--- src/design/cst_pkg.sv ---
// Shared types, widths and helper functions for the circle shape collision test.
// Depends on nothing; every other design file uses it by scoped names.
package cst_pkg;

    // Number formats of the ports
    localparam int FRAC_BITS = 8;
    localparam int POS_BITS  = 24;
    localparam int SIZE_BITS = 12;

    // Internal widths derived from the port formats
    localparam int EXT_BITS  = POS_BITS + 2;              // centers, edges, deltas
    localparam int RAD_BITS  = SIZE_BITS - 1 + FRAC_BITS; // one radius in fixed units
    localparam int RS_BITS   = SIZE_BITS + FRAC_BITS;     // radius sum, clipped magnitudes
    localparam int D2_BITS   = 2 * RS_BITS;               // squared distance on a hit
    localparam int ROOT_BITS = RS_BITS;                   // integer square root
    localparam int Q_BITS    = RAD_BITS + 1;              // rim offset quotient
    localparam int NUM_BITS  = ROOT_BITS + Q_BITS;        // dividend of the rim offset

    localparam logic signed [EXT_BITS:0] POS_MAX =
        (EXT_BITS + 1)'((64'sd1 <<< (POS_BITS - 1)) - 64'sd1);
    localparam logic signed [EXT_BITS:0] POS_MIN = -POS_MAX - 1;

    typedef logic signed [EXT_BITS-1:0] t_fx;

    // Data that rides along the root and divide chains
    typedef struct packed {
        logic                hit;
        logic                rim;
        t_fx                 base_x;
        t_fx                 base_y;
        logic [RS_BITS-1:0]  mag_x;
        logic [RS_BITS-1:0]  mag_y;
        logic                neg_x;
        logic                neg_y;
        logic [RAD_BITS-1:0] rad;
    } t_side;

    // Square root working state, one digit pair per cell
    typedef struct packed {
        logic [ROOT_BITS:0]   rem;
        logic [ROOT_BITS-1:0] root;
        logic [D2_BITS-1:0]   radicand;
    } t_sqrt;

    // Divide working state for both axes, one quotient bit per cell
    typedef struct packed {
        logic [ROOT_BITS-1:0] dd;
        logic [ROOT_BITS-1:0] rem_x;
        logic [ROOT_BITS-1:0] rem_y;
        logic [Q_BITS-1:0]    lo_x;
        logic [Q_BITS-1:0]    lo_y;
    } t_div;

    // Whole pixels to fixed point
    function automatic t_fx px_to_fx(input logic [SIZE_BITS-1:0] v);
        return t_fx'({v, {FRAC_BITS{1'b0}}});
    endfunction

    // Magnitude, clipped to the widest value that can still hit
    function automatic logic [RS_BITS-1:0] sat_mag(input t_fx v);
        logic [EXT_BITS-1:0] a;
        a = v[EXT_BITS-1] ? EXT_BITS'(-v) : EXT_BITS'(v);
        if (a >= (EXT_BITS'(1) << RS_BITS)) begin
            return '1;
        end
        return a[RS_BITS-1:0];
    endfunction

    function automatic t_fx clamp_fx(input t_fx v, input t_fx lo, input t_fx hi);
        if (v < lo) begin
            return lo;
        end
        if (v > hi) begin
            return hi;
        end
        return v;
    endfunction

    function automatic logic signed [POS_BITS-1:0] sat_pos(
        input logic signed [EXT_BITS:0] v);
        if (v > POS_MAX) begin
            return POS_MAX[POS_BITS-1:0];
        end
        if (v < POS_MIN) begin
            return POS_MIN[POS_BITS-1:0];
        end
        return v[POS_BITS-1:0];
    endfunction

endpackage

--- src/design/cst_div_cell.sv ---
// One cell of the divide chain: one quotient bit for each axis per cell.
// Depends on cst_pkg.
module cst_div_cell (
    input  logic           i_clk,
    input  logic           i_rst_n,
    input  logic           i_en,
    input  logic           i_valid,
    input  cst_pkg::t_side i_side,
    input  cst_pkg::t_div  i_div,
    output logic           o_valid,
    output cst_pkg::t_side o_side,
    output cst_pkg::t_div  o_div
);

    logic                          r_valid;
    cst_pkg::t_side                r_side;
    cst_pkg::t_div                 r_div;
    cst_pkg::t_div                 n_div;
    logic [cst_pkg::ROOT_BITS:0]   acc_x, acc_y, dvs, dif_x, dif_y;

    assign o_valid = r_valid;
    assign o_side  = r_side;
    assign o_div   = r_div;

    // Shift in the next dividend bit and subtract where it fits
    always_comb begin
        dvs   = {1'b0, i_div.dd};
        acc_x = {i_div.rem_x, i_div.lo_x[cst_pkg::Q_BITS-1]};
        acc_y = {i_div.rem_y, i_div.lo_y[cst_pkg::Q_BITS-1]};
        dif_x = acc_x - dvs;
        dif_y = acc_y - dvs;
        n_div.dd = i_div.dd;
        if (acc_x >= dvs) begin
            n_div.rem_x = dif_x[cst_pkg::ROOT_BITS-1:0];
            n_div.lo_x  = {i_div.lo_x[cst_pkg::Q_BITS-2:0], 1'b1};
        end else begin
            n_div.rem_x = acc_x[cst_pkg::ROOT_BITS-1:0];
            n_div.lo_x  = {i_div.lo_x[cst_pkg::Q_BITS-2:0], 1'b0};
        end
        if (acc_y >= dvs) begin
            n_div.rem_y = dif_y[cst_pkg::ROOT_BITS-1:0];
            n_div.lo_y  = {i_div.lo_y[cst_pkg::Q_BITS-2:0], 1'b1};
        end else begin
            n_div.rem_y = acc_y[cst_pkg::ROOT_BITS-1:0];
            n_div.lo_y  = {i_div.lo_y[cst_pkg::Q_BITS-2:0], 1'b0};
        end
    end

    always_ff @(posedge i_clk) begin
        if (!i_rst_n) begin
            r_valid <= 1'b0;
        end else if (i_en) begin
            r_valid <= i_valid;
        end
    end

    always_ff @(posedge i_clk) begin
        if (i_en) begin
            r_side <= i_side;
            r_div  <= n_div;
        end
    end

endmodule

--- config.mk ---
export PLATFORM = sky130hd
export DESIGN_NAME = cst_div_cell
export DESIGN_NICKNAME = d
export VERILOG_FILES = /design/src/design/cst_pkg.sv /design/src/design/cst_div_cell.sv
export SDC_FILE = /design/constraint.sdc
export NUM_CORES = 1
export LEC_CHECK = 0
export ABC_CLOCK_PERIOD_IN_PS = 3100
export BUFFER_PORTS_ARGS = -buffer_cell sky130_fd_sc_hd__buf_2
export CAP_MARGIN = 30
export CORE_AREA = 8 8 161 163
export CTS_BUF_LIST = sky130_fd_sc_hd__clkbuf_4
export DETAILED_ROUTE_END_ITERATION = 8
export DIE_AREA = 0 0 169 171
export HOLD_SLACK_MARGIN = 0.06
export PLACE_DENSITY = 0.7
export SYNTH_ARGS = -nofsm -noshare
export SYNTH_HDL_FRONTEND = slang
export SYNTH_SLANG_ARGS = --single-unit
--- constraint.sdc ---
create_clock -name i_clk -period 3.1 [get_ports i_clk]
set_clock_uncertainty 0.1 [all_clocks]
set_input_delay 0.31 -clock i_clk [delete_from_list [all_inputs] [get_ports i_clk]]
set_output_delay 0.31 -clock i_clk [all_outputs]
set_load 0.005 [all_outputs]
# Yosys cells after proc, flatten, opt, wreduce, memory -nomap -nowiden
# Index checks and enable logic that the tools add are counted.
[word_totals]
register_bits = 216
in_bits = 219
output_inout_bits = 216
wordCells = 23
[op_classes]
add_sub_neg = 2
magnitude_cmp = 2
mux = 4
[op_table]
columns = ["cell", "n"]
rows = [
  ["$ge A21 B20 Y1", 2],
  ["$mux W20", 2],
  ["$sub A20 B20 Y20", 2],
  ["$mux W1", 2],
]

# Depth between registers and ports, before layout
[logic_depth]
depth_word = 2
mapped_depth = 11
depth_no_buf = 9

# Least setup slack after synthesis
# No wires, ideal clock.
[synth_timing]
kind = "input to register"
startpoint = "input port i_div[87] (netlist bit)"
endpoint = "register r_div, in the netlist o_div[72], data pin"
setup_time_ns = 0.260
t_arrival_ns = 2.444
required_time_ns = 2.740
path_slack_ns = 0.295
path_stages = 10
n_path_buf = 2
path_cell_list = "inv_1 -> ha_1 -> buf_2 -> nand4_1 -> or3_4 -> o41ai_4 -> nor2_2 -> inv_6 -> buf_12 -> mux2_4"
[synth_rtl]
columns = ["element", "line", "source"]
rows = [
  ["start, declared", "cst_div_cell.sv:9", "input cst_pkg::t_div i_div,"],
  ["end signal, assigned", "cst_div_cell.sv:60", "r_div <= n_div;"],
  ["end, declared", "cst_div_cell.sv:17", "cst_pkg::t_div r_div;"],
]

==> qor.txt <==
================================================================================
Chip width                                                                169 um
Per-cell via count in the routed design                                     5.01
Synthesized-area fraction occupied by and/or/nand/nor cells                6.28%
Initial drt markers                                                          575
Maxcap violations                                                              0
Crit path capture type                                                  register
Number of enable-type register cells in the synthesized netlist              215
Placed Instance Area                                                 0.0119 mm^2
Overflow left after global routing                                             0
RSZ-0062 raised after global routing                                       false
Final-stage net count                                                       1583
Data arrival time of the critical path                                   3270 ps
First-pass GRT wire length                                              54000 um
Initial Util                                                               39.9%
Final-report setup violation count                                             0
Largest net degree at the start of global routing                             84
Vert. Die Dim                                                             171 um
Number of antenna violations at the first check in global routing              5
Routed wire per std cell                                                 22.1 um
Peak supply drop                                                          311 uV
Die ar.                                                              0.0289 mm^2
Clock latency at the later pin of the worst-skew pair                     670 ps
Number of warnings reported in the yosys synthesis log                         0
FMAX                                                                     334 MHz
Power density over the cells                                         516 mW/mm^2
Synthesized-area fraction occupied by ao, oa, aoi and oai cells            9.24%
Core region area                                                     0.0233 mm^2
Post-route core utilization                                                63.9%
FFs w/ async S/R, synth                                                       0%
Fillers                                                                     1759
Post-route cell area                                                 0.0149 mm^2
Switching part of the total power                                          27.2%
Mean instance size in the synthesized netlist                          15.3 um^2
Mapped Cells                                                                 605
Depth of the CTS H-tree                                                        2
Final Slew Violations                                                          0
Worst-path clk slew                                                        70 ps
Worst-case reg-to-reg path depth                                               3
Cell leakage power                                                       6.51 nW
Clk sinks                                                                    216
Layout cells sized above 1                                                 42.1%
Worst-Margin Slew                                                         901 ps
# port buffers                                                               434
Area added between synthesis and finish                                    60.1%
Headroom to the max-slew limit                                             39.3%
End of the worst register-to-register path                               o_valid
Sum of negative setup slack                                                 0 ps
Clk network pwr share                                                      33.1%
Proportion of power drawn by flip-flops and latches                        47.2%
Clock tree root buffer cell                                         sky130_fd_sc_hd__clkbuf_4
Required time of the critical path                                       3380 ps
Type of the most critical hold path                                 input pin to register
Post-route DRC                                                                 0
Residual antenna-violating net count after detailed routing                    0
Critical R2R Launch                                                      o_valid
TritonCTS buffer count                                                        59
Run status                                                             completed
Fraction of synthesized cell area in xor and xnor cells                    2.64%
Combinational power share                                                  19.7%
Adder-Cell Fraction of Synth Area                                          5.83%
Highest fanout seen on the critical path                                      17
Number of top-level design ports                                             435
Clk buf depth                                                                  3
Internal power                                                         0.00558 W
Global-route total usage across every layer                                24.7%
Hold Crit Endpoint                                                     o_div[79]
Switching power of the nets                                            0.00209 W
Period minus WS final                                                    2990 ps
Post-synthesis register bit count                                            216
Mux cell area share after synthesis                                        4.22%
Post-synthesis cell type count                                                64
DR pass1 iterations                                                            5
CTS tree                                                                     yes
Total number of vias                                                        8459
Detailed placement HPWL                                                 26000 um
WS Path Type                                                        input pin to register
Largest family of logic cells by synthesized area                   compound AO/OA/AOI/OAI gates
Sum of internal, switching and leakage power                           0.00767 W
Syn Nets                                                                     866
WHS                                                                       198 ps
Hold Startpoint                                                        i_div[79]
Main flop type after synthesis                                      sky130_fd_sc_hd__edfxtp_1
Register-to-register setup slack                                         1830 ps
Post-route fraction of the period consumed by the critical path            96.6%
Mapped Area                                                         0.00928 mm^2
Sequential share of the synthesized area                                   69.8%
Number of global-route vias before repair                                   8773
Worst Setup Start Kind                                                 input pin
Number of hold violations in the final report                                  0
Final weighted congestion in routability-driven placement                  0.940
Floorplan row count                                                           56
Drt total wl                                                            37400 um
Number of cells on the worst hold path                                         5
================================================================================
## flip-flops by register name, indices dropped and copies added (netlist names)
name	count
o_div	100
o_side	115
o_valid	1
## critical path, stage by stage
cell and delay [ps]:
sky130_fd_sc_hd__dlygate4sd3_1 550, sky130_fd_sc_hd__buf_2 120, sky130_fd_sc_hd__inv_1 50, sky130_fd_sc_hd__ha_1 390
sky130_fd_sc_hd__nand4_1 330, sky130_fd_sc_hd__nor4_4 370, sky130_fd_sc_hd__a21oi_1 170, sky130_fd_sc_hd__o31a_1 150
sky130_fd_sc_hd__o21a_2 140, sky130_fd_sc_hd__inv_2 300, sky130_fd_sc_hd__mux2_2 380
## kinds of logic after synthesis
group,after synthesis
AOI/OAI and AO/OA,126
xor gates and xnor gates,28
adders and majority gates,42
buffers and inverters,42
DFF,216
muxes,34
and+or+nand+nor,117
## cells in the mapped netlist (4+ instances only)
library cell               count  area share, %
sky130_fd_sc_hd__a211oi_1      5           0.40
sky130_fd_sc_hd__a21o_1        9           0.73
sky130_fd_sc_hd__a21oi_1      38            2.0
sky130_fd_sc_hd__clkbuf_1      6           0.24
sky130_fd_sc_hd__edfxtp_1    215             70
sky130_fd_sc_hd__ha_1         40            5.4
sky130_fd_sc_hd__inv_1        30            1.2
sky130_fd_sc_hd__mux2_2       25            3.0
sky130_fd_sc_hd__mux2_4        4           0.65
sky130_fd_sc_hd__mux2i_1       5           0.54
sky130_fd_sc_hd__nand2_1      33            1.3
sky130_fd_sc_hd__nand2b_1      7           0.47
sky130_fd_sc_hd__nand3_1      10           0.54
sky130_fd_sc_hd__nand4_1       6           0.40
sky130_fd_sc_hd__nor2_1       26            1.1
sky130_fd_sc_hd__nor2b_1       6           0.40
sky130_fd_sc_hd__nor3_1       10           0.54
sky130_fd_sc_hd__o211ai_1      6           0.49
sky130_fd_sc_hd__o21a_1       10           0.81
sky130_fd_sc_hd__o21ai_0      26            1.4
sky130_fd_sc_hd__xnor2_1      15            1.4
sky130_fd_sc_hd__xor2_1       13            1.2
## area by class of cell
class | count | area, um^2 | share of cell area [%]
antenna | 4 | 10.0 | 0.0674
clock buffer | 80 | 601 | 4.04
clock inverter | 26 | 131 | 0.884
inverter | 32 | 125 | 0.842
multi-input combinational | 347 | 2630 | 17.7
sequential | 216 | 6480 | 43.6
tap | 319 | 399 | 2.69
timing repair buffer | 666 | 4490 | 30.2
## per-stage QoR
| stage | worst slack, ps | cells |
|---|---|---|
| 2_1_floorplan | 295 | 605 |
| 3_3_place_gp | 60.5 | 1364 |
| 3_5_place_dp | 20.5 | 1364 |
| 4_1_cts | 167 | 1686 |
| 5_1_grt | 2.32 | 1690 |
| 6_report | 106 | 1690 |
## cell usage in the layout, fill, tap and decap left out, drive strengths merged, types with 9 or more instances in the layout
master,n
a21oi,38
o21ai,26
nand3,10
clkbuf,80
nand2,33
xnor2,15
nor2,27
buf,450
ha,40
xor2,13
dlygate4sd3,216
a21o,9
mux2,29
inv,33
edfxtp,215
clkinv,24
o21a,11
nor3,10
## metal layers
layer | vias up | track usage [%] | part of all wire [%]
met5 | - | 0 | 0.035
met4 | 2 | 12.2 | 4.6
met3 | 94 | 7.14 | 8.5
met2 | 508 | 43.9 | 51
met1 | 4049 | 26.8 | 36
li1 | 3806 | - | -
## worst max path at each step
stage | from | end | slack [ps] | depth (start not counted)
2_1_floorplan | i_div[87] | o_div[72] | 300 | 10
6_report | i_div[96] | o_div[42] | 110 | 11
3_3_place_gp | i_div[96] | o_div[43] | 60 | 10
5_1_grt | i_div[96] | o_div[42] | 2 | 11
4_1_cts | i_div[96] | o_div[47] | 170 | 11
3_5_place_dp | i_div[96] | o_div[42] | 20 | 10
## power by group through the flow
stage | Combinational, W | Clock [W] | Sequential (W)
final | 0.00151 | 0.00254 | 0.00362
after global routing | 0.00162 | 0.00274 | 0.00364
after CTS | 0.00150 | 0.00257 | 0.00361
after detailed placement | 0.00126 | 0 | 0.00366
after global placement | 0.00125 | 0 | 0.00366
after floorplan | 0.000519 | 0 | 0.00371
## repair_timing
item,4_1_cts,5_1_grt
setup buffers,0,0
setup endpoints to repair,0,15
hold buffers,216,0
hold endpoints to repair,279,0
gates resized for setup,0,1
No activity file was read; power rests on OpenSTA's default activity.
