File: config.mk
export PLATFORM = sky130hd
export DESIGN_NAME = cst_sqrt_cell
export DESIGN_NICKNAME = d
export VERILOG_FILES = /design/src/design/cst_pkg.sv /design/src/design/cst_sqrt_cell.sv
export SDC_FILE = /design/constraint.sdc
export NUM_CORES = 1
export LEC_CHECK = 0
export BUFFER_PORTS_ARGS = -buffer_cell sky130_fd_sc_hd__buf_2
export CAP_MARGIN = 20
export CORE_MARGIN = 2
export CORE_UTILIZATION = 30
export CTS_CLUSTER_SIZE = 14
export DETAILED_ROUTE_END_ITERATION = 8
export PLACE_DENSITY = 0.62
export RECOVER_POWER = 50
export SLEW_MARGIN = 20
export SYNTH_ARGS = -nofsm -noshare
export SYNTH_HDL_FRONTEND = slang
export SYNTH_SLANG_ARGS = --single-unit
File: constraint.sdc
create_clock -name i_clk -period 7.06 [get_ports i_clk]
set_input_delay 0.353 -clock i_clk [delete_from_list [all_inputs] [get_ports i_clk]]
set_output_delay 0.353 -clock i_clk [all_outputs]
set_load 0.1 [all_outputs]
File: src/design/cst_pkg.sv
// Shared types, widths and helper functions for the circle shape collision test.
// Depends on nothing; every other design file uses it by scoped names.
package cst_pkg;

    // Number formats of the ports
    localparam int FRAC_BITS = 8;
    localparam int POS_BITS  = 24;
    localparam int SIZE_BITS = 12;

    // Internal widths derived from the port formats
    localparam int EXT_BITS  = POS_BITS + 2;              // centers, edges, deltas
    localparam int RAD_BITS  = SIZE_BITS - 1 + FRAC_BITS; // one radius in fixed units
    localparam int RS_BITS   = SIZE_BITS + FRAC_BITS;     // radius sum, clipped magnitudes
    localparam int D2_BITS   = 2 * RS_BITS;               // squared distance on a hit
    localparam int ROOT_BITS = RS_BITS;                   // integer square root
    localparam int Q_BITS    = RAD_BITS + 1;              // rim offset quotient
    localparam int NUM_BITS  = ROOT_BITS + Q_BITS;        // dividend of the rim offset

    localparam logic signed [EXT_BITS:0] POS_MAX =
        (EXT_BITS + 1)'((64'sd1 <<< (POS_BITS - 1)) - 64'sd1);
    localparam logic signed [EXT_BITS:0] POS_MIN = -POS_MAX - 1;

    typedef logic signed [EXT_BITS-1:0] t_fx;

    // Data that rides along the root and divide chains
    typedef struct packed {
        logic                hit;
        logic                rim;
        t_fx                 base_x;
        t_fx                 base_y;
        logic [RS_BITS-1:0]  mag_x;
        logic [RS_BITS-1:0]  mag_y;
        logic                neg_x;
        logic                neg_y;
        logic [RAD_BITS-1:0] rad;
    } t_side;

    // Square root working state, one digit pair per cell
    typedef struct packed {
        logic [ROOT_BITS:0]   rem;
        logic [ROOT_BITS-1:0] root;
        logic [D2_BITS-1:0]   radicand;
    } t_sqrt;

    // Divide working state for both axes, one quotient bit per cell
    typedef struct packed {
        logic [ROOT_BITS-1:0] dd;
        logic [ROOT_BITS-1:0] rem_x;
        logic [ROOT_BITS-1:0] rem_y;
        logic [Q_BITS-1:0]    lo_x;
        logic [Q_BITS-1:0]    lo_y;
    } t_div;

    // Whole pixels to fixed point
    function automatic t_fx px_to_fx(input logic [SIZE_BITS-1:0] v);
        return t_fx'({v, {FRAC_BITS{1'b0}}});
    endfunction

    // Magnitude, clipped to the widest value that can still hit
    function automatic logic [RS_BITS-1:0] sat_mag(input t_fx v);
        logic [EXT_BITS-1:0] a;
        a = v[EXT_BITS-1] ? EXT_BITS'(-v) : EXT_BITS'(v);
        if (a >= (EXT_BITS'(1) << RS_BITS)) begin
            return '1;
        end
        return a[RS_BITS-1:0];
    endfunction

    function automatic t_fx clamp_fx(input t_fx v, input t_fx lo, input t_fx hi);
        if (v < lo) begin
            return lo;
        end
        if (v > hi) begin
            return hi;
        end
        return v;
    endfunction

    function automatic logic signed [POS_BITS-1:0] sat_pos(
        input logic signed [EXT_BITS:0] v);
        if (v > POS_MAX) begin
            return POS_MAX[POS_BITS-1:0];
        end
        if (v < POS_MIN) begin
            return POS_MIN[POS_BITS-1:0];
        end
        return v[POS_BITS-1:0];
    endfunction

endpackage

File: src/design/cst_sqrt_cell.sv
// One cell of the square root chain: takes two radicand bits, yields one root bit.
// Depends on cst_pkg.
module cst_sqrt_cell (
    input  logic           i_clk,
    input  logic           i_rst_n,
    input  logic           i_en,
    input  logic           i_valid,
    input  cst_pkg::t_side i_side,
    input  cst_pkg::t_sqrt i_sqrt,
    output logic           o_valid,
    output cst_pkg::t_side o_side,
    output cst_pkg::t_sqrt o_sqrt
);

    logic                            r_valid;
    cst_pkg::t_side                  r_side;
    cst_pkg::t_sqrt                  r_sqrt;
    cst_pkg::t_sqrt                  n_sqrt;
    logic [cst_pkg::ROOT_BITS+2:0]   acc, trial, diff;

    assign o_valid = r_valid;
    assign o_side  = r_side;
    assign o_sqrt  = r_sqrt;

    // Trial subtract of the next digit pair
    always_comb begin
        acc   = {i_sqrt.rem, i_sqrt.radicand[cst_pkg::D2_BITS-1 -: 2]};
        trial = {1'b0, i_sqrt.root, 2'b01};
        diff  = acc - trial;
        n_sqrt.radicand = {i_sqrt.radicand[cst_pkg::D2_BITS-3:0], 2'b00};
        if (acc >= trial) begin
            n_sqrt.rem  = diff[cst_pkg::ROOT_BITS:0];
            n_sqrt.root = {i_sqrt.root[cst_pkg::ROOT_BITS-2:0], 1'b1};
        end else begin
            n_sqrt.rem  = acc[cst_pkg::ROOT_BITS:0];
            n_sqrt.root = {i_sqrt.root[cst_pkg::ROOT_BITS-2:0], 1'b0};
        end
    end

    always_ff @(posedge i_clk) begin
        if (!i_rst_n) begin
            r_valid <= 1'b0;
        end else if (i_en) begin
            r_valid <= i_valid;
        end
    end

    always_ff @(posedge i_clk) begin
        if (i_en) begin
            r_side <= i_side;
            r_sqrt <= n_sqrt;
        end
    end

endmodule

# --- Yosys cells after proc, flatten, opt, wreduce, memory -nomap -nowiden ---
# Cells that the tools add are included.
totals:
  regBits: 195
  output_inout_bits: 197
  word_cells: 16
op_classes:
  n_addsub: 1
  n_lt_le_gt_ge: 1
  mux: 1
ops:
  columns: ["op", "count"]
  rows:
  - ["41-bit 2-to-1 mux", 1]
  - ["23-bit by 22-bit >= comparator with 1-bit output", 1]
  - ["21-bit subtractor", 1]

# --- Logic depth before layout (Yosys ltp) ---
# Gate-level depths: netlist of the first run.
logic_depth:
  word_depth: 2
  mapped_depth: 11

# --- Worst setup path after synthesis of the first run ---
# Ideal clock, no wire load.
synth_timing:
  path_kind: "input to register"
  startpoint: "in i_sqrt[47] in the netlist's numbering"
  endpoint: "reg r_sqrt (netlist bit o_sqrt[70]) (data pin)"
  setup_time_ns: 0.260
  arrival_time_ns: 2.225
  t_required_ns: 6.800
  path_slack_ns: 4.574
  cell_stages: 9
  n_path_buf: 1
  cell_sequence: "inv_1 ha_1 and2_4 and3_4 and3_4 a211o_2 a2bb2oi_4 buf_8 mux2_4"
synth_lines:
  columns: ["item", "line", "source"]
  rows:
  - ["from (decl)", "cst_sqrt_cell.sv:9", "input cst_pkg::t_sqrt i_sqrt,"]
  - ["to (signal assigned)", "cst_sqrt_cell.sv:51", "r_sqrt <= n_sqrt;"]
  - ["to (decl)", "cst_sqrt_cell.sv:17", "cst_pkg::t_sqrt r_sqrt;"]

==> results_dict.tcl, run 1 <==
set metrics [dict create \
    avgSynthCellArea_sq_um 18.5 \
    critPathLaunchType "input pin" \
    clock_sinks 195 \
    io_buffers 394 \
    cts_tree "yes" \
    core_area_sq_um 24200 \
    clockBufferDepth 2 \
    grt_start_max_net_pins 121 \
    post-cts-setup-buffers 0 \
    ant_nets 0 \
    rows 57 \
    clk_pin_slew_ns 0.08 \
    peakVddDrop_mv 0.130 \
    clk_latency_ns 0.43 \
    synth_enable_flop_cells 194 \
    cts_root_buffer "clkbuf_16" \
    first_iter_violations 337 \
    fin_skew_ns 0 \
    netlist_area_sq_um 7360 \
    die_x_um 161 \
    drv_slew 0 \
    total_power_mw 3.46 \
    area_growth_pct 40.0 \
    hp-class "in -> reg" \
    track_usage_pct 15.1 \
    drc 0 \
    cts_buffers 17 \
    setup_violations 0 \
    async_reset_ff_share_pct 0 \
    worstPathCellList "clkbuf_1 > inv_1 > ha_1 > nand4_1 > nor3_1 > nand3_1 > nand2_1 > a2bb2oi_4 > o311ai_1 > o32ai_2" \
    place_hpwl_mm 15.2 \
    synth.distinct_cells 52 \
    final_common_cell "buf_2" \
    cp.arrival_ns 2.94 \
    cp.required_ns 7.31 \
    combPwrFrac_pct 30.9 \
    max_cap_viol_count 0 \
    htreeDepth 4 \
    leakage_nw 4.45 \
    p_clk_share_pct 28.1 \
    fin_area_sq_um 10300 \
    viasPerCell 4.27 \
    internal_power_mw 2.05 \
    die_h_um 161 \
    min_period_over_period_pct 38.1 \
    cp_max_fo 27 \
    first_global_vias 4776 \
    synth-main-ff-cell "edfxtp_1" \
    slew_headroom_pct 22.9 \
    fin_nets 1028 \
    place.gp.congestion 0.794 \
    grt_overflow 0 \
    drtPass1Iterations 4 \
    hold_viol_final 0 \
    dieArea_sq_um 25800 \
    status "finished, final reports clean" \
    place_area_sq_um 9700 \
    wire_per_inst_um 17.4 \
    seqPwrFrac_pct 40.9 \
    ys_ff_latch 195 \
    cp-end-kind "flop" \
    final_cell_mix "buf_2 (378), edfxtp_1 (194), inv_1 (28)" \
    via_count 4889 \
    worstSetupPathType "in -> reg" \
    switchingPower_mw 1.41 \
    synthCells 398 \
    powerDensity_nw_per_um2 336 \
    layout_min_cycle_time_ns 2.69 \
    power_switching_share_pct 40.8 \
    cpPeakStageDelay_ns 0.75 \
    fin_tns_setup_ns 0 \
    tightest_slew_ns 1.16 \
    ys_warn_count 0 \
    rsz0062_at_grt "no" \
    ctsResizeCount 0 \
    drive_above_1_share_pct 53.2 \
    routed_wl_mm 20.0 \
    initial_utilization_pct 30.4 \
    clock.fmax_mhz 372 \
    slowest_stage "a2bb2oi_4" \
    grt_antenna_before_repair 5 \
    yosysSeqAreaShare_pct 79.5 \
    grt_pass1_wl_mm 28.7 \
    cts_hold_repair.buffers 0 \
    hold_slack_ns 0.0880 \
    io_pins 397 \
]
path summary, 6_finish.rpt:
kind	startpoint	endpoint	slack (ns)	cells past startpoint
setup / recovery	i_sqrt[48]	o_sqrt[77]	4.37	10
setup reg to reg	o_valid	o_valid	6.47	2
hold / removal	i_side[3]	o_side[3]	0.09	1
hold reg to reg	o_valid	o_valid	0.52	2
Yosys cell counts, types with 3 or more instances:
library cell / instances / area share (%)
buf_2: 3 / 0.20
mux2_2: 6 / 0.92
nand2_1: 10 / 0.51
nand3_1: 5 / 0.34
o21ai_0: 11 / 0.75
a21oi_1: 12 / 0.82
mux2_4: 8 / 1.6
o211ai_1: 5 / 0.51
nor3_1: 3 / 0.20
nand2b_1: 3 / 0.26
nor2_1: 12 / 0.61
nor2b_1: 3 / 0.26
inv_1: 28 / 1.4
edfxtp_1: 194 / 79
nand4_1: 3 / 0.26
a211oi_1: 3 / 0.31
xor2_1: 8 / 0.95
o21a_1: 5 / 0.51
ha_1: 22 / 3.7
xnor2_1: 10 / 1.2
a21o_1: 6 / 0.61
registers in the layout (all words and copies together), names as in the netlist:
register / cells
o_valid: 1
o_sqrt: 79
o_side: 115
cell type report:
class,instances,area [sq um]
fillers,2272,13900
flip-flops and latches,195,5850
repair buffers,395,1970
multi-input cells,169,1360
clock buffers,17,425
well taps,324,405
clock inverters,15,181
inverters,28,105
diodes,3,7.51
stage by stage:
step           utilization, %  cells  setup WS, ns
3_3_place_gp             40.1   1111          4.04
2_1_floorplan               -    399          4.57
3_5_place_dp             40.1   1111          3.95
5_1_grt                  42.6   1145          4.12
6_report                 42.6   1146          4.37
4_1_cts                  42.6   1143          4.40
per-layer routing:
layer	wire [um]	vias up	GRT usage (%)
li1	-	2347	-
met1	7880	2306	17.6
met2	10400	212	26.4
met3	1370	22	4.26
met4	360	2	5.69
met5	7	-	0
critical path: cells and delay by family:
family / cells / cell delay, ns
AO/OA/AOI/OAI: 3 / 1.28
adder cells (fa/ha/maj): 1 / 0.41
AND/OR/NAND/NOR: 4 / 0.71
buffers and inverters: 2 / 0.18
power groups by stage:
stage	sequential (mW)	combinational [mW]	clock, mW
after global placement	1.44	1.07	0
final	1.42	1.07	0.973
after floorplan	2.18	0.133	0
after global routing	1.42	1.10	1.05
after CTS	1.42	1.08	1.01
after detailed placement	1.44	1.08	0
cell families (layout without fill, tap and decap cells):
| kind of cell | Yosys count | count (layout) | share of synthesized area [%] |
|---|---|---|---|
| mux | 16 | 16 | 2.82 |
| buf+inv | 35 | 455 | 2.11 |
| flops | 195 | 195 | 79.5 |
| xor+xnor | 18 | 18 | 2.14 |
| simple gates | 53 | 53 | 3.95 |
| compound gates | 58 | 58 | 5.73 |
| other cells | 1 | 5 | 0.0510 |
| fa+ha+maj | 22 | 22 | 3.74 |
Note: power is estimated with default switching activity, not from simulation.
==> run 2, diff against run 1 <==
==> constraint.sdc (replaced) <==
create_clock -name i_clk -period 2.7 [get_ports i_clk]
set_input_delay 0.135 -clock i_clk [delete_from_list [all_inputs] [get_ports i_clk]]
set_output_delay 0.135 -clock i_clk [all_outputs]
set_load 0.1 [all_outputs]
==> run 2 against run 1 <==
Effect of this change: critical path depth grew 1; count of clock-buffer cells in the layout grew 1; largest cell class unchanged; critical path type unchanged; first-iteration DRC count shrank 8.6%; critical endpoint is now o_sqrt[74]; total power grew to 2.7 times the previous value; clock power grew to 2.6 times the previous value; the run now ends with max-capacitance violations, max-slew violations left.
==> results_dict.tcl, run 2 (synthesis results as in run 1) <==
set metrics [dict create \
    status "finished, violations left" \
    failed_checks "max-capacitance violations, max-slew violations" \
    powerDensity_nw_per_um2 764 \
    grt_start_max_net_pins 76 \
    total_power_mw 9.26 \
    grt_pass1_wl_mm 32.9 \
    cp.required_ns 2.87 \
    cts_buffers 17 \
    critPathLaunchType "input pin" \
    worstPathCellList "dlygate4sd3_1 > buf_2 > inv_1 > ha_1 > nor2b_1 > o2111ai_1 > nand3b_1 > a211oi_2 > o221ai_1 > xor2_1 > mux2_4" \
    clockBufferDepth 2 \
    crit_cells 11 \
    dp_cells 1119 \
    min_period_over_period_pct 97.4 \
    max_cap_viol_count 1 \
    largest_register_ffs 115 \
    fin_skew_ns 0 \
    layout_min_cycle_time_ns 2.63 \
    path_delay_family "compound AO/OA/AOI/OAI gates" \
    grt_antenna_before_repair 5 \
    io_buffers 394 \
    fin_area_sq_um 12100 \
    cpPeakStageDelay_ns 0.52 \
    leakage_nw 5.19 \
    hp-start "i_sqrt[74]" \
    routed_wl_mm 22.5 \
    wire_per_inst_um 16.9 \
    drc 0 \
    peakVddDrop_mv 0.450 \
    r2r_start "o_valid" \
    cts_tree "yes" \
    track_usage_pct 16.9 \
    fillers 2088 \
    drive_above_1_share_pct 43.5 \
    initial_utilization_pct 30.4 \
    place_hpwl_mm 15.6 \
    place.gp.congestion 0.805 \
    ant_nets 0 \
    area_growth_pct 64.7 \
    rr_worst_depth 3 \
    slew_headroom_pct -15.5 \
    setup_violations 0 \
    place_area_sq_um 9800 \
    clk_pin_slew_ns 0.07 \
    cts_root_buffer "clkbuf_16" \
    hold_viol_final 0 \
    rows 57 \
    viasPerCell 4.28 \
    grt_overflow 0 \
    crit_buf_inv 3 \
    finish.utilization_pct 50.1 \
    fin_cells 1332 \
    cp-end-kind "flop" \
    worstSetupPathType "in -> reg" \
    clock.fmax_mhz 380 \
    drtPass1Iterations 4 \
    io_pins 397 \
    drv_slew 28 \
    die_x_um 161 \
    first_iter_violations 308 \
    via_count 5703 \
    startpoint "i_sqrt[40]" \
    clk_latency_ns 0.42 \
    clock_sinks 195 \
    dieArea_sq_um 25800 \
    first_global_vias 5803 \
    htreeDepth 4 \
    cp_max_fo 5 \
    final_cell_mix "buf_2 (364), edfxtp_1 (194), dlygate4sd3_1 (174)" \
    slowest_stage "dlygate4sd3_1" \
    hold-path-cell-count 2 \
    final_common_cell "buf_2" \
    cp.arrival_ns 2.80 \
    fin_tns_setup_ns 0 \
    core_area_sq_um 24200 \
    fin_nets 1213 \
    rsz0062_at_grt "yes" \
    tightest_slew_ns 1.73 \
    die_h_um 161 \
    hp-class "in -> reg" \
]
[run 2: timing repair]
action	CTS	global route
hold buffers	174	0
setup endpoints to repair	0	15
resized for setup	0	3
hold endpoints to repair	173	0
setup buffers	0	3
[run 2: cell type report]
class	instances	area, sq um	area share, %
sequential	195	5850	48.2
clock buffer	18	429	3.54
tap	324	405	3.35
clock inverter	14	155	1.28
antenna	4	10.0	0.0826
inverter	28	105	0.867
timing repair buffer	580	3790	31.3
multi-input combinational	169	1370	11.3
[run 2: layer usage]
| metal | GRT usage, % | vias to the layer above | share of wire (%) |
|---|---|---|---|
| met5 | 0 | - | 0.049 |
| met4 | 6.39 | 2 | 2.6 |
| met3 | 4.70 | 27 | 6.4 |
| met2 | 31.0 | 226 | 53 |
| met1 | 18.6 | 2726 | 38 |
| li1 | - | 2722 | - |
[run 2: through the flow]
step | hold WS (ns) | setup WS, ns
6_report | 0.0323 | 0.0691
4_1_cts | 0.00597 | 0.00236
5_1_grt | 0.0132 | -0.0103
3_5_place_dp | 0.313 | 0.111
2_1_floorplan | 0.234 | 0.432
3_3_place_gp | 0.312 | 0.147
[run 2: path summary, 6_finish.rpt]
path                end  slack [ns]
max          o_sqrt[74]        0.07
min          o_sqrt[76]        0.03
max reg2reg     o_valid        1.54
min reg2reg     o_valid        1.08
[run 2: power by group]
group / switching, mW / internal (mW) / total, mW
clock: 1.26 / 1.25 / 2.51
sequential: 0.0673 / 3.64 / 3.70
combinational: 2.40 / 0.645 / 3.05
total: 3.73 / 5.53 / 9.26
[run 2: worst reg2reg max path, stage by stage (launching register included)]
cell	delay (ns)
dfxtp_1	0.31
mux2i_1	0.13
nor2b_1	0.06
dlygate4sd3_1	0.55
==> run 3, diff against run 2 <==
--- a/config.mk
+++ b/config.mk
@@ -13,6 +13,7 @@
 export DETAILED_ROUTE_END_ITERATION = 8
 export PLACE_DENSITY = 0.62
 export RECOVER_POWER = 50
+export REMOVE_ABC_BUFFERS = 1
 export SLEW_MARGIN = 20
 export SYNTH_ARGS = -nofsm -noshare
 export SYNTH_HDL_FRONTEND = slang
==> run 3 against run 2 <==
Effect of this change: the run now ends clean; critical path depth unchanged; global-route usage up 2.1 points; wire length up 12%; critical endpoint unchanged.
==> results_dict.tcl, run 3 (synthesis results as in run 1) <==
set metrics [dict create \
    cpPeakStageDelay_ns 0.53 \
    via_count 5885 \
    first_global_vias 6108 \
    clock.fmax_mhz 384 \
    final_cell_mix "buf_2 (362), edfxtp_1 (194), dlygate4sd3_1 (179)" \
    r2r_start "o_valid" \
    grt_overflow 0 \
    critPathLaunchType "input pin" \
    cts_tree "yes" \
    clk_pin_slew_ns 0.08 \
    peakVddDrop_mv 0.482 \
    io_pins 397 \
    path_delay_family "compound AO/OA/AOI/OAI gates" \
    drc 0 \
    wire_per_inst_um 18.9 \
    slew_headroom_pct 34.1 \
    place_hpwl_mm 17.4 \
    cp.arrival_ns 2.80 \
    io_buffers 394 \
    tightest_slew_ns 0.989 \
    grt_antenna_before_repair 0 \
    startpoint "i_sqrt[40]" \
    core_area_sq_um 24200 \
    worstSetupPathType "in -> reg" \
    fin_ws_ns 0.0924 \
    fin_tns_setup_ns 0 \
    status "finished, final reports clean" \
    drv_slew 0 \
    initial_utilization_pct 30.4 \
    place.gp.congestion 0.875 \
    worstPathCellList "dlygate4sd3_1 > clkbuf_1 > inv_1 > ha_2 > nor2b_1 > o2111ai_1 > nand3b_1 > a211oi_2 > o221ai_1 > xor2_1 > mux2_4" \
    die_x_um 161 \
    slowest_stage "dlygate4sd3_1" \
    dieArea_sq_um 25800 \
    insertedDiodeCount 0 \
    area_growth_pct 65.6 \
    routed_wl_mm 25.2 \
    grt_start_max_net_pins 75 \
    layout_min_cycle_time_ns 2.61 \
    dp_cells 1119 \
    cp_max_fo 5 \
    fin_cells 1330 \
    dp_slack_ns 0.146 \
    rows 57 \
    hp-class "in -> reg" \
    place_area_sq_um 9800 \
    drtPass1Iterations 5 \
    leakage_nw 5.20 \
    fin_nets 1215 \
    clock_sinks 195 \
    viasPerCell 4.42 \
    setup_violations 0 \
    hp-start "i_sqrt[74]" \
    powerDensity_nw_per_um2 781 \
    crit_buf_inv 3 \
    hold_viol_final 0 \
    final_common_cell "buf_2" \
    max_cap_viol_count 0 \
    cp-end-kind "flop" \
    largest_register_ffs 115 \
    ant_nets 0 \
    clk_latency_ns 0.43 \
    htreeDepth 4 \
    cts_buffers 17 \
    clockBufferDepth 2 \
    fin_skew_ns 0 \
    track_usage_pct 19.0 \
    cp.required_ns 2.89 \
    fin_area_sq_um 12200 \
    cts_root_buffer "clkbuf_16" \
    total_power_mw 9.51 \
    grt_pass1_wl_mm 36.6 \
    first_iter_violations 541 \
    min_period_over_period_pct 96.6 \
    drive_above_1_share_pct 42.9 \
    die_h_um 161 \
]
==> run 3: cell types whose count changed in the layout (fill, tap and decap cells not counted), sizes merged <==
| cell | change |
|---|---|
| bufinv | +1 |
| dlygate4sd3 | +5 |
| clkbuf | +6 |
| clkinv | -1 |
| diode | -4 |
| buf | -10 |
| clkinvlp | +1 |
==> run 3: worst register-to-register path: stages (launching register included) <==
cell	delay, ns
dfxtp_1	0.32
mux2i_1	0.14
nor2b_1	0.07
dlygate4sd3_1	0.55
==> run 3: report_power, final <==
group          leakage, nW  total [mW]  switching [mW]  internal, mW
Combinational         2.98        3.08            2.44         0.641
Sequential            1.91        3.71          0.0716          3.64
Clock                0.306        2.73            1.35          1.38
==> run 3: path summary, 6_finish.rpt <==
path                      to  slack [ns]  cells after the start
hold reg to reg      o_valid        1.11                      3
hold / removal    o_sqrt[76]        0.02                      2
setup / recovery  o_sqrt[74]        0.09                     11
setup reg to reg     o_valid        1.51                      3
==> run 3: metrics by stage <==
step                      hold WS (ns)  utilization, %
after floorplan                  0.234               -
after global placement           0.311            40.5
after detailed placement         0.313            40.5
after CTS                     0.000577            50.6
after global routing           0.00451            50.4
final                           0.0243            50.4
==> run 3: final cells by class <==
cell class / count / area [sq um]
clock buffer: 17 / 425
fill: 2072 / 12000
multi-input combinational: 169 / 1390
sequential: 195 / 5850
timing repair buffer: 582 / 3800
clock inverter: 15 / 214
tap: 324 / 405
inverter: 28 / 105
==> run 3: metal layers <==
metal  vias to the layer above  track usage [%]  part of all wire, %
li1                       2716                -                    -
met1                      2824             21.9                   39
met2                       287             33.1                   50
met3                        58             4.96                  6.4
met4                         0             8.93                  4.5
met5                         -                0                    0
==> run 3: what timing repair did <==
action,CTS,global route
buffers inserted,0,0
hold buffers,179,0
endpoints found under the hold margin,178,0
gates resized for setup,0,8
setup endpoints to repair,0,9
