[src/design/cst_pkg.sv]
// Shared types, widths and helper functions for the circle shape collision test.
// Depends on nothing; every other design file uses it by scoped names.
package cst_pkg;

    // Number formats of the ports
    localparam int FRAC_BITS = 8;
    localparam int POS_BITS  = 24;
    localparam int SIZE_BITS = 12;

    // Internal widths derived from the port formats
    localparam int EXT_BITS  = POS_BITS + 2;              // centers, edges, deltas
    localparam int RAD_BITS  = SIZE_BITS - 1 + FRAC_BITS; // one radius in fixed units
    localparam int RS_BITS   = SIZE_BITS + FRAC_BITS;     // radius sum, clipped magnitudes
    localparam int D2_BITS   = 2 * RS_BITS;               // squared distance on a hit
    localparam int ROOT_BITS = RS_BITS;                   // integer square root
    localparam int Q_BITS    = RAD_BITS + 1;              // rim offset quotient
    localparam int NUM_BITS  = ROOT_BITS + Q_BITS;        // dividend of the rim offset

    localparam logic signed [EXT_BITS:0] POS_MAX =
        (EXT_BITS + 1)'((64'sd1 <<< (POS_BITS - 1)) - 64'sd1);
    localparam logic signed [EXT_BITS:0] POS_MIN = -POS_MAX - 1;

    typedef logic signed [EXT_BITS-1:0] t_fx;

    // Data that rides along the root and divide chains
    typedef struct packed {
        logic                hit;
        logic                rim;
        t_fx                 base_x;
        t_fx                 base_y;
        logic [RS_BITS-1:0]  mag_x;
        logic [RS_BITS-1:0]  mag_y;
        logic                neg_x;
        logic                neg_y;
        logic [RAD_BITS-1:0] rad;
    } t_side;

    // Square root working state, one digit pair per cell
    typedef struct packed {
        logic [ROOT_BITS:0]   rem;
        logic [ROOT_BITS-1:0] root;
        logic [D2_BITS-1:0]   radicand;
    } t_sqrt;

    // Divide working state for both axes, one quotient bit per cell
    typedef struct packed {
        logic [ROOT_BITS-1:0] dd;
        logic [ROOT_BITS-1:0] rem_x;
        logic [ROOT_BITS-1:0] rem_y;
        logic [Q_BITS-1:0]    lo_x;
        logic [Q_BITS-1:0]    lo_y;
    } t_div;

    // Whole pixels to fixed point
    function automatic t_fx px_to_fx(input logic [SIZE_BITS-1:0] v);
        return t_fx'({v, {FRAC_BITS{1'b0}}});
    endfunction

    // Magnitude, clipped to the widest value that can still hit
    function automatic logic [RS_BITS-1:0] sat_mag(input t_fx v);
        logic [EXT_BITS-1:0] a;
        a = v[EXT_BITS-1] ? EXT_BITS'(-v) : EXT_BITS'(v);
        if (a >= (EXT_BITS'(1) << RS_BITS)) begin
            return '1;
        end
        return a[RS_BITS-1:0];
    endfunction

    function automatic t_fx clamp_fx(input t_fx v, input t_fx lo, input t_fx hi);
        if (v < lo) begin
            return lo;
        end
        if (v > hi) begin
            return hi;
        end
        return v;
    endfunction

    function automatic logic signed [POS_BITS-1:0] sat_pos(
        input logic signed [EXT_BITS:0] v);
        if (v > POS_MAX) begin
            return POS_MAX[POS_BITS-1:0];
        end
        if (v < POS_MIN) begin
            return POS_MIN[POS_BITS-1:0];
        end
        return v[POS_BITS-1:0];
    endfunction

endpackage

[src/design/cst_if.sv]
// Valid/ready channel interfaces for the pair request and the collision result.
// Depends on cst_pkg for the field widths.
interface cst_in_if;
    logic                                  valid;
    logic                                  ready;
    logic signed [cst_pkg::POS_BITS-1:0]   src_x;
    logic signed [cst_pkg::POS_BITS-1:0]   src_y;
    logic        [cst_pkg::SIZE_BITS-1:0]  src_w;
    logic        [cst_pkg::SIZE_BITS-1:0]  src_h;
    logic                                  src_is_wall;
    logic signed [cst_pkg::POS_BITS-1:0]   tgt_x;
    logic signed [cst_pkg::POS_BITS-1:0]   tgt_y;
    logic        [cst_pkg::SIZE_BITS-1:0]  tgt_w;
    logic        [cst_pkg::SIZE_BITS-1:0]  tgt_h;
    logic                                  tgt_shape;
    logic                                  tgt_is_wall;

    modport source (output valid, src_x, src_y, src_w, src_h, src_is_wall,
                    tgt_x, tgt_y, tgt_w, tgt_h, tgt_shape, tgt_is_wall,
                    input ready);
    modport sink   (input valid, src_x, src_y, src_w, src_h, src_is_wall,
                    tgt_x, tgt_y, tgt_w, tgt_h, tgt_shape, tgt_is_wall,
                    output ready);
endinterface


[src/design/cst_geom.sv]
// Front end: centers, clamping, squared distances and the hit decision, five stages.
// Depends on cst_pkg and cst_in_if; feeds the first square root cell.
module cst_geom (
    input  logic           i_clk,
    input  logic           i_rst_n,
    input  logic           i_en,
    cst_in_if.sink         i_in,
    output logic           o_valid,
    output cst_pkg::t_side o_side,
    output cst_pkg::t_sqrt o_sqrt
);

    logic [4:0] r_valid;

    // Stage 1 registers
    cst_pkg::t_fx r1_ax, r1_ay, r1_cy, r1_bx, r1_by, r1_tx, r1_ty, r1_hx, r1_hy;
    logic [cst_pkg::RS_BITS-1:0]  r1_rs;
    logic [cst_pkg::RAD_BITS-1:0] r1_rad;
    logic                         r1_circ, r1_rect;
    // Stage 2 registers
    cst_pkg::t_fx r2_dx, r2_dy, r2_px, r2_py, r2_ax, r2_ay, r2_cy;
    logic [cst_pkg::RS_BITS-1:0]  r2_rs;
    logic [cst_pkg::RAD_BITS-1:0] r2_rad;
    logic                         r2_circ, r2_rect;
    // Stage 3 registers
    logic [cst_pkg::RS_BITS-1:0]  r3_mx, r3_my, r3_t;
    cst_pkg::t_fx                 r3_bx, r3_by;
    logic                         r3_negx, r3_negy;
    logic [cst_pkg::RAD_BITS-1:0] r3_rad;
    logic                         r3_circ, r3_act;
    // Stage 4 registers
    logic [cst_pkg::D2_BITS-1:0]  r4_sqx, r4_sqy, r4_sqt;
    logic [cst_pkg::RS_BITS-1:0]  r4_mx, r4_my;
    cst_pkg::t_fx                 r4_bx, r4_by;
    logic                         r4_negx, r4_negy;
    logic [cst_pkg::RAD_BITS-1:0] r4_rad;
    logic                         r4_circ, r4_act;
    // Stage 5 registers
    cst_pkg::t_side               r_side;
    cst_pkg::t_sqrt               r_sqrt;

    logic [cst_pkg::SIZE_BITS-2:0] ra, rb;
    logic [cst_pkg::RS_BITS-1:0]   n3_mx, n3_my, n3_t;
    cst_pkg::t_fx                  n3_bx, n3_by;
    logic                          n3_negx, n3_negy;
    logic [cst_pkg::D2_BITS:0]     d2;
    logic                          hit;

    assign i_in.ready = i_en;
    assign o_valid    = r_valid[4];
    assign o_side     = r_side;
    assign o_sqrt     = r_sqrt;

    assign ra = i_in.src_w[cst_pkg::SIZE_BITS-1:1];
    assign rb = i_in.tgt_w[cst_pkg::SIZE_BITS-1:1];

    // Pick the distance terms for the circle or the box test
    always_comb begin
        if (r2_circ) begin
            n3_mx   = cst_pkg::sat_mag(r2_dx);
            n3_my   = cst_pkg::sat_mag(r2_dy);
            n3_t    = r2_rs;
            n3_bx   = r2_ax;
            n3_by   = r2_ay;
            n3_negx = r2_dx[cst_pkg::EXT_BITS-1];
            n3_negy = r2_dy[cst_pkg::EXT_BITS-1];
        end else begin
            n3_mx   = cst_pkg::sat_mag(r2_px - r2_ax);
            n3_my   = cst_pkg::sat_mag(r2_py - r2_cy);
            n3_t    = {1'b0, r2_rad};
            n3_bx   = r2_px;
            n3_by   = r2_py;
            n3_negx = 1'b0;
            n3_negy = 1'b0;
        end
    end

    // Compare the squared distance with the squared threshold
    assign d2  = {1'b0, r4_sqx} + {1'b0, r4_sqy};
    assign hit = r4_act && (d2 < {1'b0, r4_sqt});

    // Advance the valid bits
    always_ff @(posedge i_clk) begin
        if (!i_rst_n) begin
            r_valid <= '0;
        end else if (i_en) begin
            r_valid <= {r_valid[3:0], i_in.valid};
        end
    end

    // Advance the payload
    always_ff @(posedge i_clk) begin
        if (i_en) begin
            r1_ax   <= cst_pkg::t_fx'(i_in.src_x) + cst_pkg::px_to_fx({1'b0, ra});
            r1_ay   <= cst_pkg::t_fx'(i_in.src_y)
                       + cst_pkg::px_to_fx({1'b0, i_in.src_h[cst_pkg::SIZE_BITS-1:1]});
            r1_cy   <= cst_pkg::t_fx'(i_in.src_y) + cst_pkg::px_to_fx({1'b0, ra});
            r1_bx   <= cst_pkg::t_fx'(i_in.tgt_x) + cst_pkg::px_to_fx({1'b0, rb});
            r1_by   <= cst_pkg::t_fx'(i_in.tgt_y)
                       + cst_pkg::px_to_fx({1'b0, i_in.tgt_h[cst_pkg::SIZE_BITS-1:1]});
            r1_tx   <= cst_pkg::t_fx'(i_in.tgt_x);
            r1_ty   <= cst_pkg::t_fx'(i_in.tgt_y);
            r1_hx   <= cst_pkg::t_fx'(i_in.tgt_x) + cst_pkg::px_to_fx(i_in.tgt_w);
            r1_hy   <= cst_pkg::t_fx'(i_in.tgt_y) + cst_pkg::px_to_fx(i_in.tgt_h);
            r1_rs   <= {({1'b0, ra} + {1'b0, rb}), {cst_pkg::FRAC_BITS{1'b0}}};
            r1_rad  <= {ra, {cst_pkg::FRAC_BITS{1'b0}}};
            r1_circ <= !i_in.tgt_shape && !i_in.src_is_wall;
            r1_rect <= i_in.tgt_shape && i_in.tgt_is_wall;

            r2_dx   <= r1_bx - r1_ax;
            r2_dy   <= r1_by - r1_ay;
            r2_px   <= cst_pkg::clamp_fx(r1_ax, r1_tx, r1_hx);
            r2_py   <= cst_pkg::clamp_fx(r1_cy, r1_ty, r1_hy);
            r2_ax   <= r1_ax;
            r2_ay   <= r1_ay;
            r2_cy   <= r1_cy;
            r2_rs   <= r1_rs;
            r2_rad  <= r1_rad;
            r2_circ <= r1_circ;
            r2_rect <= r1_rect;

            r3_mx   <= n3_mx;
            r3_my   <= n3_my;
            r3_t    <= n3_t;
            r3_bx   <= n3_bx;
            r3_by   <= n3_by;
            r3_negx <= n3_negx;
            r3_negy <= n3_negy;
            r3_rad  <= r2_rad;
            r3_circ <= r2_circ;
            r3_act  <= r2_circ || r2_rect;

            r4_sqx  <= r3_mx * r3_mx;
            r4_sqy  <= r3_my * r3_my;
            r4_sqt  <= r3_t * r3_t;
            r4_mx   <= r3_mx;
            r4_my   <= r3_my;
            r4_bx   <= r3_bx;
            r4_by   <= r3_by;
            r4_negx <= r3_negx;
            r4_negy <= r3_negy;
            r4_rad  <= r3_rad;
            r4_circ <= r3_circ;
            r4_act  <= r3_act;

            r_side.hit      <= hit;
            r_side.rim      <= hit && r4_circ && (d2 != '0);
            r_side.base_x   <= r4_bx;
            r_side.base_y   <= r4_by;
            r_side.mag_x    <= r4_mx;
            r_side.mag_y    <= r4_my;
            r_side.neg_x    <= r4_negx;
            r_side.neg_y    <= r4_negy;
            r_side.rad      <= r4_rad;
            r_sqrt.rem      <= '0;
            r_sqrt.root     <= '0;
            r_sqrt.radicand <= d2[cst_pkg::D2_BITS-1:0];
        end
    end

endmodule

[src/flat_wrapper.sv]
// flat-port wrapper written by rule: the top's interface ports become plain ports
module cst_geom_flat 
  (i_clk, i_rst_n, i_en, o_valid, o_side, o_sqrt, i_in_valid, i_in_src_x, i_in_src_y, i_in_src_w, i_in_src_h, i_in_src_is_wall, i_in_tgt_x, i_in_tgt_y, i_in_tgt_w, i_in_tgt_h, i_in_tgt_shape, i_in_tgt_is_wall, i_in_ready);
  cst_in_if i_in_i ();
  input  logic i_clk;
  input  logic i_rst_n;
  input  logic i_en;
  output logic o_valid;
  output cst_pkg::t_side o_side;
  output cst_pkg::t_sqrt o_sqrt;
  input wire logic [$bits(i_in_i.valid)-1:0] i_in_valid;
  input wire logic [$bits(i_in_i.src_x)-1:0] i_in_src_x;
  input wire logic [$bits(i_in_i.src_y)-1:0] i_in_src_y;
  input wire logic [$bits(i_in_i.src_w)-1:0] i_in_src_w;
  input wire logic [$bits(i_in_i.src_h)-1:0] i_in_src_h;
  input wire logic [$bits(i_in_i.src_is_wall)-1:0] i_in_src_is_wall;
  input wire logic [$bits(i_in_i.tgt_x)-1:0] i_in_tgt_x;
  input wire logic [$bits(i_in_i.tgt_y)-1:0] i_in_tgt_y;
  input wire logic [$bits(i_in_i.tgt_w)-1:0] i_in_tgt_w;
  input wire logic [$bits(i_in_i.tgt_h)-1:0] i_in_tgt_h;
  input wire logic [$bits(i_in_i.tgt_shape)-1:0] i_in_tgt_shape;
  input wire logic [$bits(i_in_i.tgt_is_wall)-1:0] i_in_tgt_is_wall;
  output wire logic [$bits(i_in_i.ready)-1:0] i_in_ready;
  assign i_in_i.valid = i_in_valid;
  assign i_in_i.src_x = i_in_src_x;
  assign i_in_i.src_y = i_in_src_y;
  assign i_in_i.src_w = i_in_src_w;
  assign i_in_i.src_h = i_in_src_h;
  assign i_in_i.src_is_wall = i_in_src_is_wall;
  assign i_in_i.tgt_x = i_in_tgt_x;
  assign i_in_i.tgt_y = i_in_tgt_y;
  assign i_in_i.tgt_w = i_in_tgt_w;
  assign i_in_i.tgt_h = i_in_tgt_h;
  assign i_in_i.tgt_shape = i_in_tgt_shape;
  assign i_in_i.tgt_is_wall = i_in_tgt_is_wall;
  assign i_in_ready = i_in_i.ready;
  cst_geom u_core (.i_clk(i_clk), .i_rst_n(i_rst_n), .i_en(i_en), .i_in(i_in_i), .o_valid(o_valid), .o_side(o_side), .o_sqrt(o_sqrt));
endmodule
[config.mk]
export PLATFORM = sky130hd
export DESIGN_NAME = cst_geom_flat
export DESIGN_NICKNAME = d
export VERILOG_FILES = /design/src/design/cst_pkg.sv /design/src/design/cst_if.sv /design/src/design/cst_geom.sv /design/src/flat_wrapper.sv
export SDC_FILE = /design/constraint.sdc
export NUM_CORES = 2
export LEC_CHECK = 0
export BUFFER_PORTS_ARGS = -buffer_cell sky130_fd_sc_hd__buf_2
export CAP_MARGIN = 30
export CORE_ASPECT_RATIO = 0.5
export CORE_MARGIN = 1
export CORE_UTILIZATION = 34
export CTS_CLUSTER_DIAMETER = 60
export DETAILED_ROUTE_END_ITERATION = 10
export SLEW_MARGIN = 0
export SYNTH_ARGS = -nofsm -noshare
export SYNTH_HDL_FRONTEND = slang
export SYNTH_SLANG_ARGS = --single-unit
[constraint.sdc]
create_clock -name i_clk -period 15.9 [get_ports i_clk]
set_input_delay 1.59 -clock i_clk [delete_from_list [all_inputs] [get_ports i_clk]]
set_output_delay 1.59 -clock i_clk [all_outputs]
set_load 0.02 [all_outputs]
== After elaboration in Yosys (flattened, before gate mapping) ==
Cells that the tools add are included.
Word-level totals
  register bits after elaboration: 968
  bits in latches: 0
  RAM bits: 0
  memory bits (read-only): 0
  input port bits: 151
  output and inout port bits: 198
  memories: 0
Operators by class
  $add $sub $neg: 17
  multipliers: 3
  div/mod/pow operators: 0
  magnitude comparators: 9
  equality and inequality tests: 0
  shifts and indexed selects: 0
  muxes and demuxes: 43
  bitwise operators: 0
  reduce and logical (&&, ||, !) cells: 9
Operators by type and width (count)
  26-bit two-way mux: 14
  20-bit two-way mux: 10
  24-bit by 20-bit adder with 25-bit output: 5
  20-bit by 20-bit multiplier with 40-bit output: 3
  26-bit by 21-bit greater-or-equal comparator with 1-bit output, second input constant: 4
  26-bit negator: 4
  26-bit subtractor: 4
  26-bit greater-than comparator: 2
  26-bit by 24-bit < comparator with 1-bit output: 2
  24-bit by 21-bit adder with 25-bit output: 2
  40-bit by 40-bit adder with 41-bit output: 1
  41-bit by 40-bit < comparator with 1-bit output: 1
  41-bit nonzero test: 1
  19-bit two-way mux: 1
  1-bit two-way mux: 18
  11-bit by 11-bit adder with 12-bit output: 1
  1-bit logical AND: 5
  1-bit zero test: 2
  1-bit logical OR: 1

== Logic depth before layout (Yosys ltp) ==
  depth after elaboration: 8
  mapped depth: 30
  depth with buffers taken out: 29

== Worst setup path before layout ==
No wires, ideal clock.
  path kind: reg-to-reg
  start point: reg u_core.r3_my[4] (netlist bit)
  end point: reg u_core.r4_sqy[39] (netlist bit) (data pin)
  arrival: 7269 ps
  required time: 15640 ps
  setup slack: 8371 ps
  cell stages (with the launch flop): 28
  cells stage by stage: edfxtp_1 -> clkbuf_1 -> clkbuf_1 -> and2_1 -> fa_1 -> fa_1 -> inv_1 -> fa_1 -> inv_1 -> fa_1 -> fa_1 -> fa_1 -> inv_1 -> fa_1 -> inv_1 -> ha_1 -> a21o_1 -> a21o_1 -> a221oi_1 -> a31oi_1 -> a41oi_1 -> a21oi_1 -> a211oi_1 -> o21bai_1 -> a211oi_1 -> o21ai_0 -> a21oi_1 -> xnor2_1
Between the ends
  longest elaborated chain between the ends: 1
Ends and longest elaborated chain
  start: declaration: line cst_geom.sv:26  | logic [cst_pkg::RS_BITS-1:0] r3_mx, r3_my, r3_t;
  start signal: assignment: line cst_geom.sv:123  | r3_my <= n3_my;
  20-bit by 20-bit multiplier with 40-bit output: line cst_geom.sv:134  | r4_sqy <= r3_my * r3_my;
  end signal: assignment: line cst_geom.sv:134
  end: declaration: line cst_geom.sv:32  | logic [cst_pkg::D2_BITS-1:0] r4_sqx, r4_sqy, r4_sqt;
Every way passes these cells.
A chain may end at the register's enable or synchronous reset.

== Worst setup path after layout ==
  start point: reg u_core.r3_my[10] (netlist bit)
  end point: reg u_core.r4_sqy[39] (netlist bit) (data pin)
Same word-level chain as after synthesis.

==> results.md <==
- Status: complete, but fails checks
- Violated checks: DRC
- Worst-path fanout max: 21
- Hpwl dp: 129 mm
- Met3 wire len: 7.30 mm
- Most frequent CP cell: fa_1
- First-pass GRT wire length: 258 mm
- Yosys reg bits: 873
- DR top layer: met5
- Met2 wire length: 75.9 mm
- PortBufs: 297
- Largest net degree at the start of global routing: 77
- Clock root cell: clkbuf_16
- Worst-Margin Slew: 0.962 ns
- Ys flop type: edfxtp_1
- Flop2flop setup slack: 7.76 ns
- Post-DRT Antenna Nets: 0
- Clock Sinks: 873
- R2R Path End: u_core.r4_sqy[39]
- YS warnings: 0
- Post-synthesis sequential area ratio: 36.9%
- Netlist cell types: 93
- Initial antenna violation count: 24
- Die area: 211000 sq um
- GRT Total Usage: 15.6%
- Layout area overhead: 11.3%
- Routed WL per cell: 17.1 microns
- CTS resizes: 0
- Area occupied by multi-input gates: 39800 sq um
- RSZ-0062 raised after global routing: no
- Worst Path Required: 16.38 ns
- Critical path origin: u_core.r3_my[10]
- Slowest-stage cell, CP: fa_1
- Die width: 648 microns
- Fin. max-slew vios: 0
- Layout Skew: 0.0418 ns
- CP max stage delay: 0.52 ns
- Nets@finish: 8233
- Path depth of the worst reg2reg path: 26
- Finish-stage setup viols: 0
- Worst-Skew Late Latency: 0.74 ns
- Mapped Area: 71000 sq um
- Worst slew margin: 35.4%
- Min-delay src: u_core.r3_rad[9]
- 1st-iter DRT viols: 2767
- M1 wire length: 73.5 mm
- Starting Density: 34.3%
- Number of setup buffers added after CTS: 0
- H-tree Lvls: 3
- Clk buf depth: 3
- Fmax: 123 MHz
- 1st-pass router iterations: 11
- Via count: 45400
- Hold depth: 0
- Hold endpoint: u_core.r4_rad[9]
- CTS tree: done
- Gate Count Post-Synth: 6371
- Startpoint class of the critical path: flop
- WS Path Type: flop to flop
- Final Hold Fails: 0
- Routed wire length: 163 mm
- Asr flop ratio synth: 0%
- Avg Inst Size Synth: 11.1 sq um
- Period minus WS final: 8.14 ns
- Fillers: 20300
- CP endpoint kind: flop
- # IOs: 349
- GRT Residual Overflow: 0
- Final period util: 51.2%
- Max-cap viol count: 0
- Worst r2r src: u_core.r3_my[10]
- Reg clk slew, reported paths: 0.06 ns
- Register Area: 26200 sq um
- CTS buffer count: 93
- Routability-driven placement congestion ratio: 0.876
- Vias in the first global route: 46400
- Post-synth EDFFs: 868
- Residual DRC count: 1
- CP arrival: 8.62 ns
- Num rows: 118
- Hold Path Class: flop to flop
- CORE AREA: 207000 sq um
- Hold Buf Count CTS: 0
- Final setup TNS: 0 ns
- Vias per cell: 4.77
- Die height: 325 microns
- Share of cells above drive strength 1: 9.40%
==> sequential cells by signal, summed over array words and instances, names as in the netlist, 23 cells and up <==
| signal | cells |
|---|---|
| u_core.r3_bx | 25 |
| u_core.r4_sqt | 23 |
| u_core.r4_sqy | 38 |
| u_core.o_side | 105 |
| u_core.r1_cy | 25 |
| u_core.r1_hy | 25 |
| u_core.r4_sqx | 38 |
| u_core.r2_cy | 25 |
| u_core.r1_ax | 25 |
| u_core.r2_px | 25 |
| u_core.r3_by | 25 |
| u_core.r2_dy | 26 |
| u_core.r2_py | 25 |
| u_core.r1_hx | 25 |
| u_core.r4_by | 25 |
| u_core.r4_bx | 25 |
| u_core.r2_dx | 26 |
| u_core.o_sqrt | 40 |
| u_core.r2_ax | 25 |
==> cell families (layout without fill, tap and decap cells) <==
family                     count (synthesis)  count (layout)  share of synthesized area [%]
muxes                                    101             101                           1.54
adders and majority gates               1399            1399                           31.5
buffers and inverters                   1338            1683                           7.39
other                                      1              57                        0.00528
xor gates and xnor gates                 405             405                           5.00
AOI/OAI and AO/OA                        976             976                           8.89
and+or+nand+nor                         1278            1278                           8.80
DFF                                      873             873                           36.9
==> cells in the mapped netlist, types with 9 or more instances <==
cell         n  area share, %
inv_1     1143            6.0
edfxtp_1   868             37
ha_1       747             13
fa_1       651             18
nand2_1    429            2.3
a21oi_1    283            2.0
xnor2_1    253            3.1
nor2_1     250            1.3
and2_1     203            1.8
o21ai_0    187            1.3
xor2_1     152            1.9
clkbuf_1   128           0.68
a21o_1     114            1.2
nor2b_1     71           0.63
mux2_2      64            1.0
nand3_1     60           0.42
nor3_1      57           0.40
buf_4       56           0.59
o21a_1      54           0.57
nand2b_1    52           0.46
o21bai_1    46           0.49
a22oi_1     38           0.40
mux2i_1     37           0.52
nand4_1     34           0.30
a211oi_1    28           0.30
a21boi_0    25           0.26
o31ai_1     25           0.26
or2_2       19           0.17
or3_1       19           0.17
a31oi_1     18           0.16
and3_1      17           0.15
or4_1       17           0.18
nor4_1      14           0.12
o21ai_1     13          0.092
a31o_2      12           0.15
o211ai_1    11           0.12
a221oi_1     9           0.11
o31a_1       9           0.11
==> worst max path at each step <==
stage	to	slack [ns]	depth (start not counted)
3_5_place_dp	u_core.r4_sqx[38]	7.80	25
5_1_grt	u_core.r4_sqy[39]	7.25	26
6_report	u_core.r4_sqy[39]	7.76	26
4_1_cts	u_core.r4_sqx[38]	7.77	25
3_3_place_gp	u_core.r4_sqy[39]	7.80	27
2_1_floorplan	u_core.r4_sqy[39]	8.37	27
==> critical path, delay by kind of cell (launching register included) <==
family | cells | cell delay [ns]
buffers and inverters | 5 | 0.42
AND/OR/NAND/NOR | 1 | 0.26
AO/OA/AOI/OAI | 11 | 2.89
XOR/XNOR | 1 | 0.08
flip-flops | 1 | 0.35
adder cells (fa/ha/maj) | 8 | 3.83
==> routing by layer <==
metal | track usage [%] | vias up
li1 | - | 22000
met1 | 21.1 | 22300
met2 | 25.6 | 838
met3 | 2.13 | 265
met4 | 5.65 | 14
met5 | 0 | -
==> cell usage in the layout (no fill, tap or decap), types with 25 or more instances in the layout <==
master / n
o21a_1: 54
buf_2: 296
ha_1: 747
a22oi_1: 38
mux2_2: 64
a21boi_0: 25
conb_1: 49
nand2b_1: 52
xor2_1: 152
nor3_1: 57
nand3_1: 60
and2_1: 203
xnor2_1: 253
nand4_1: 34
edfxtp_1: 868
nor2b_1: 71
mux2i_1: 37
a21o_1: 114
buf_4: 68
inv_1: 1143
o21ai_0: 187
nor2_1: 250
o21bai_1: 46
a21oi_1: 283
nand2_1: 429
fa_1: 651
clkbuf_16: 94
a211oi_1: 28
o31ai_1: 25
==> area by class of cell <==
| cell class | count | area share (%) |
|---|---|---|
| antenna | 8 | 0.0253 |
| clock buffer | 104 | 3.02 |
| clock inverter | 71 | 1.13 |
| inverter | 1143 | 5.43 |
| multi-input combinational | 4208 | 50.4 |
| sequential | 873 | 33.1 |
| tap | 2760 | 4.37 |
| timing repair buffer | 365 | 2.54 |
==> through the flow <==
step                      area, sq um  instances  setup WS [ns]  util [%]  hold slack (ns)
after floorplan                 71200       6419           8.37         -            0.400
after global placement          75700       9349           7.80      36.5            0.401
after detailed placement        75700       9349           7.80      36.5            0.405
after CTS                       79000       9524           7.77      38.1            0.405
after global routing            79000       9532           7.25      38.1            0.412
final                           79000       9532           7.76      38.1            0.405
Power is left out: the tool's default activity adds up to more than one toggle a clock period on the data nets, which glitch-free logic cannot reach.
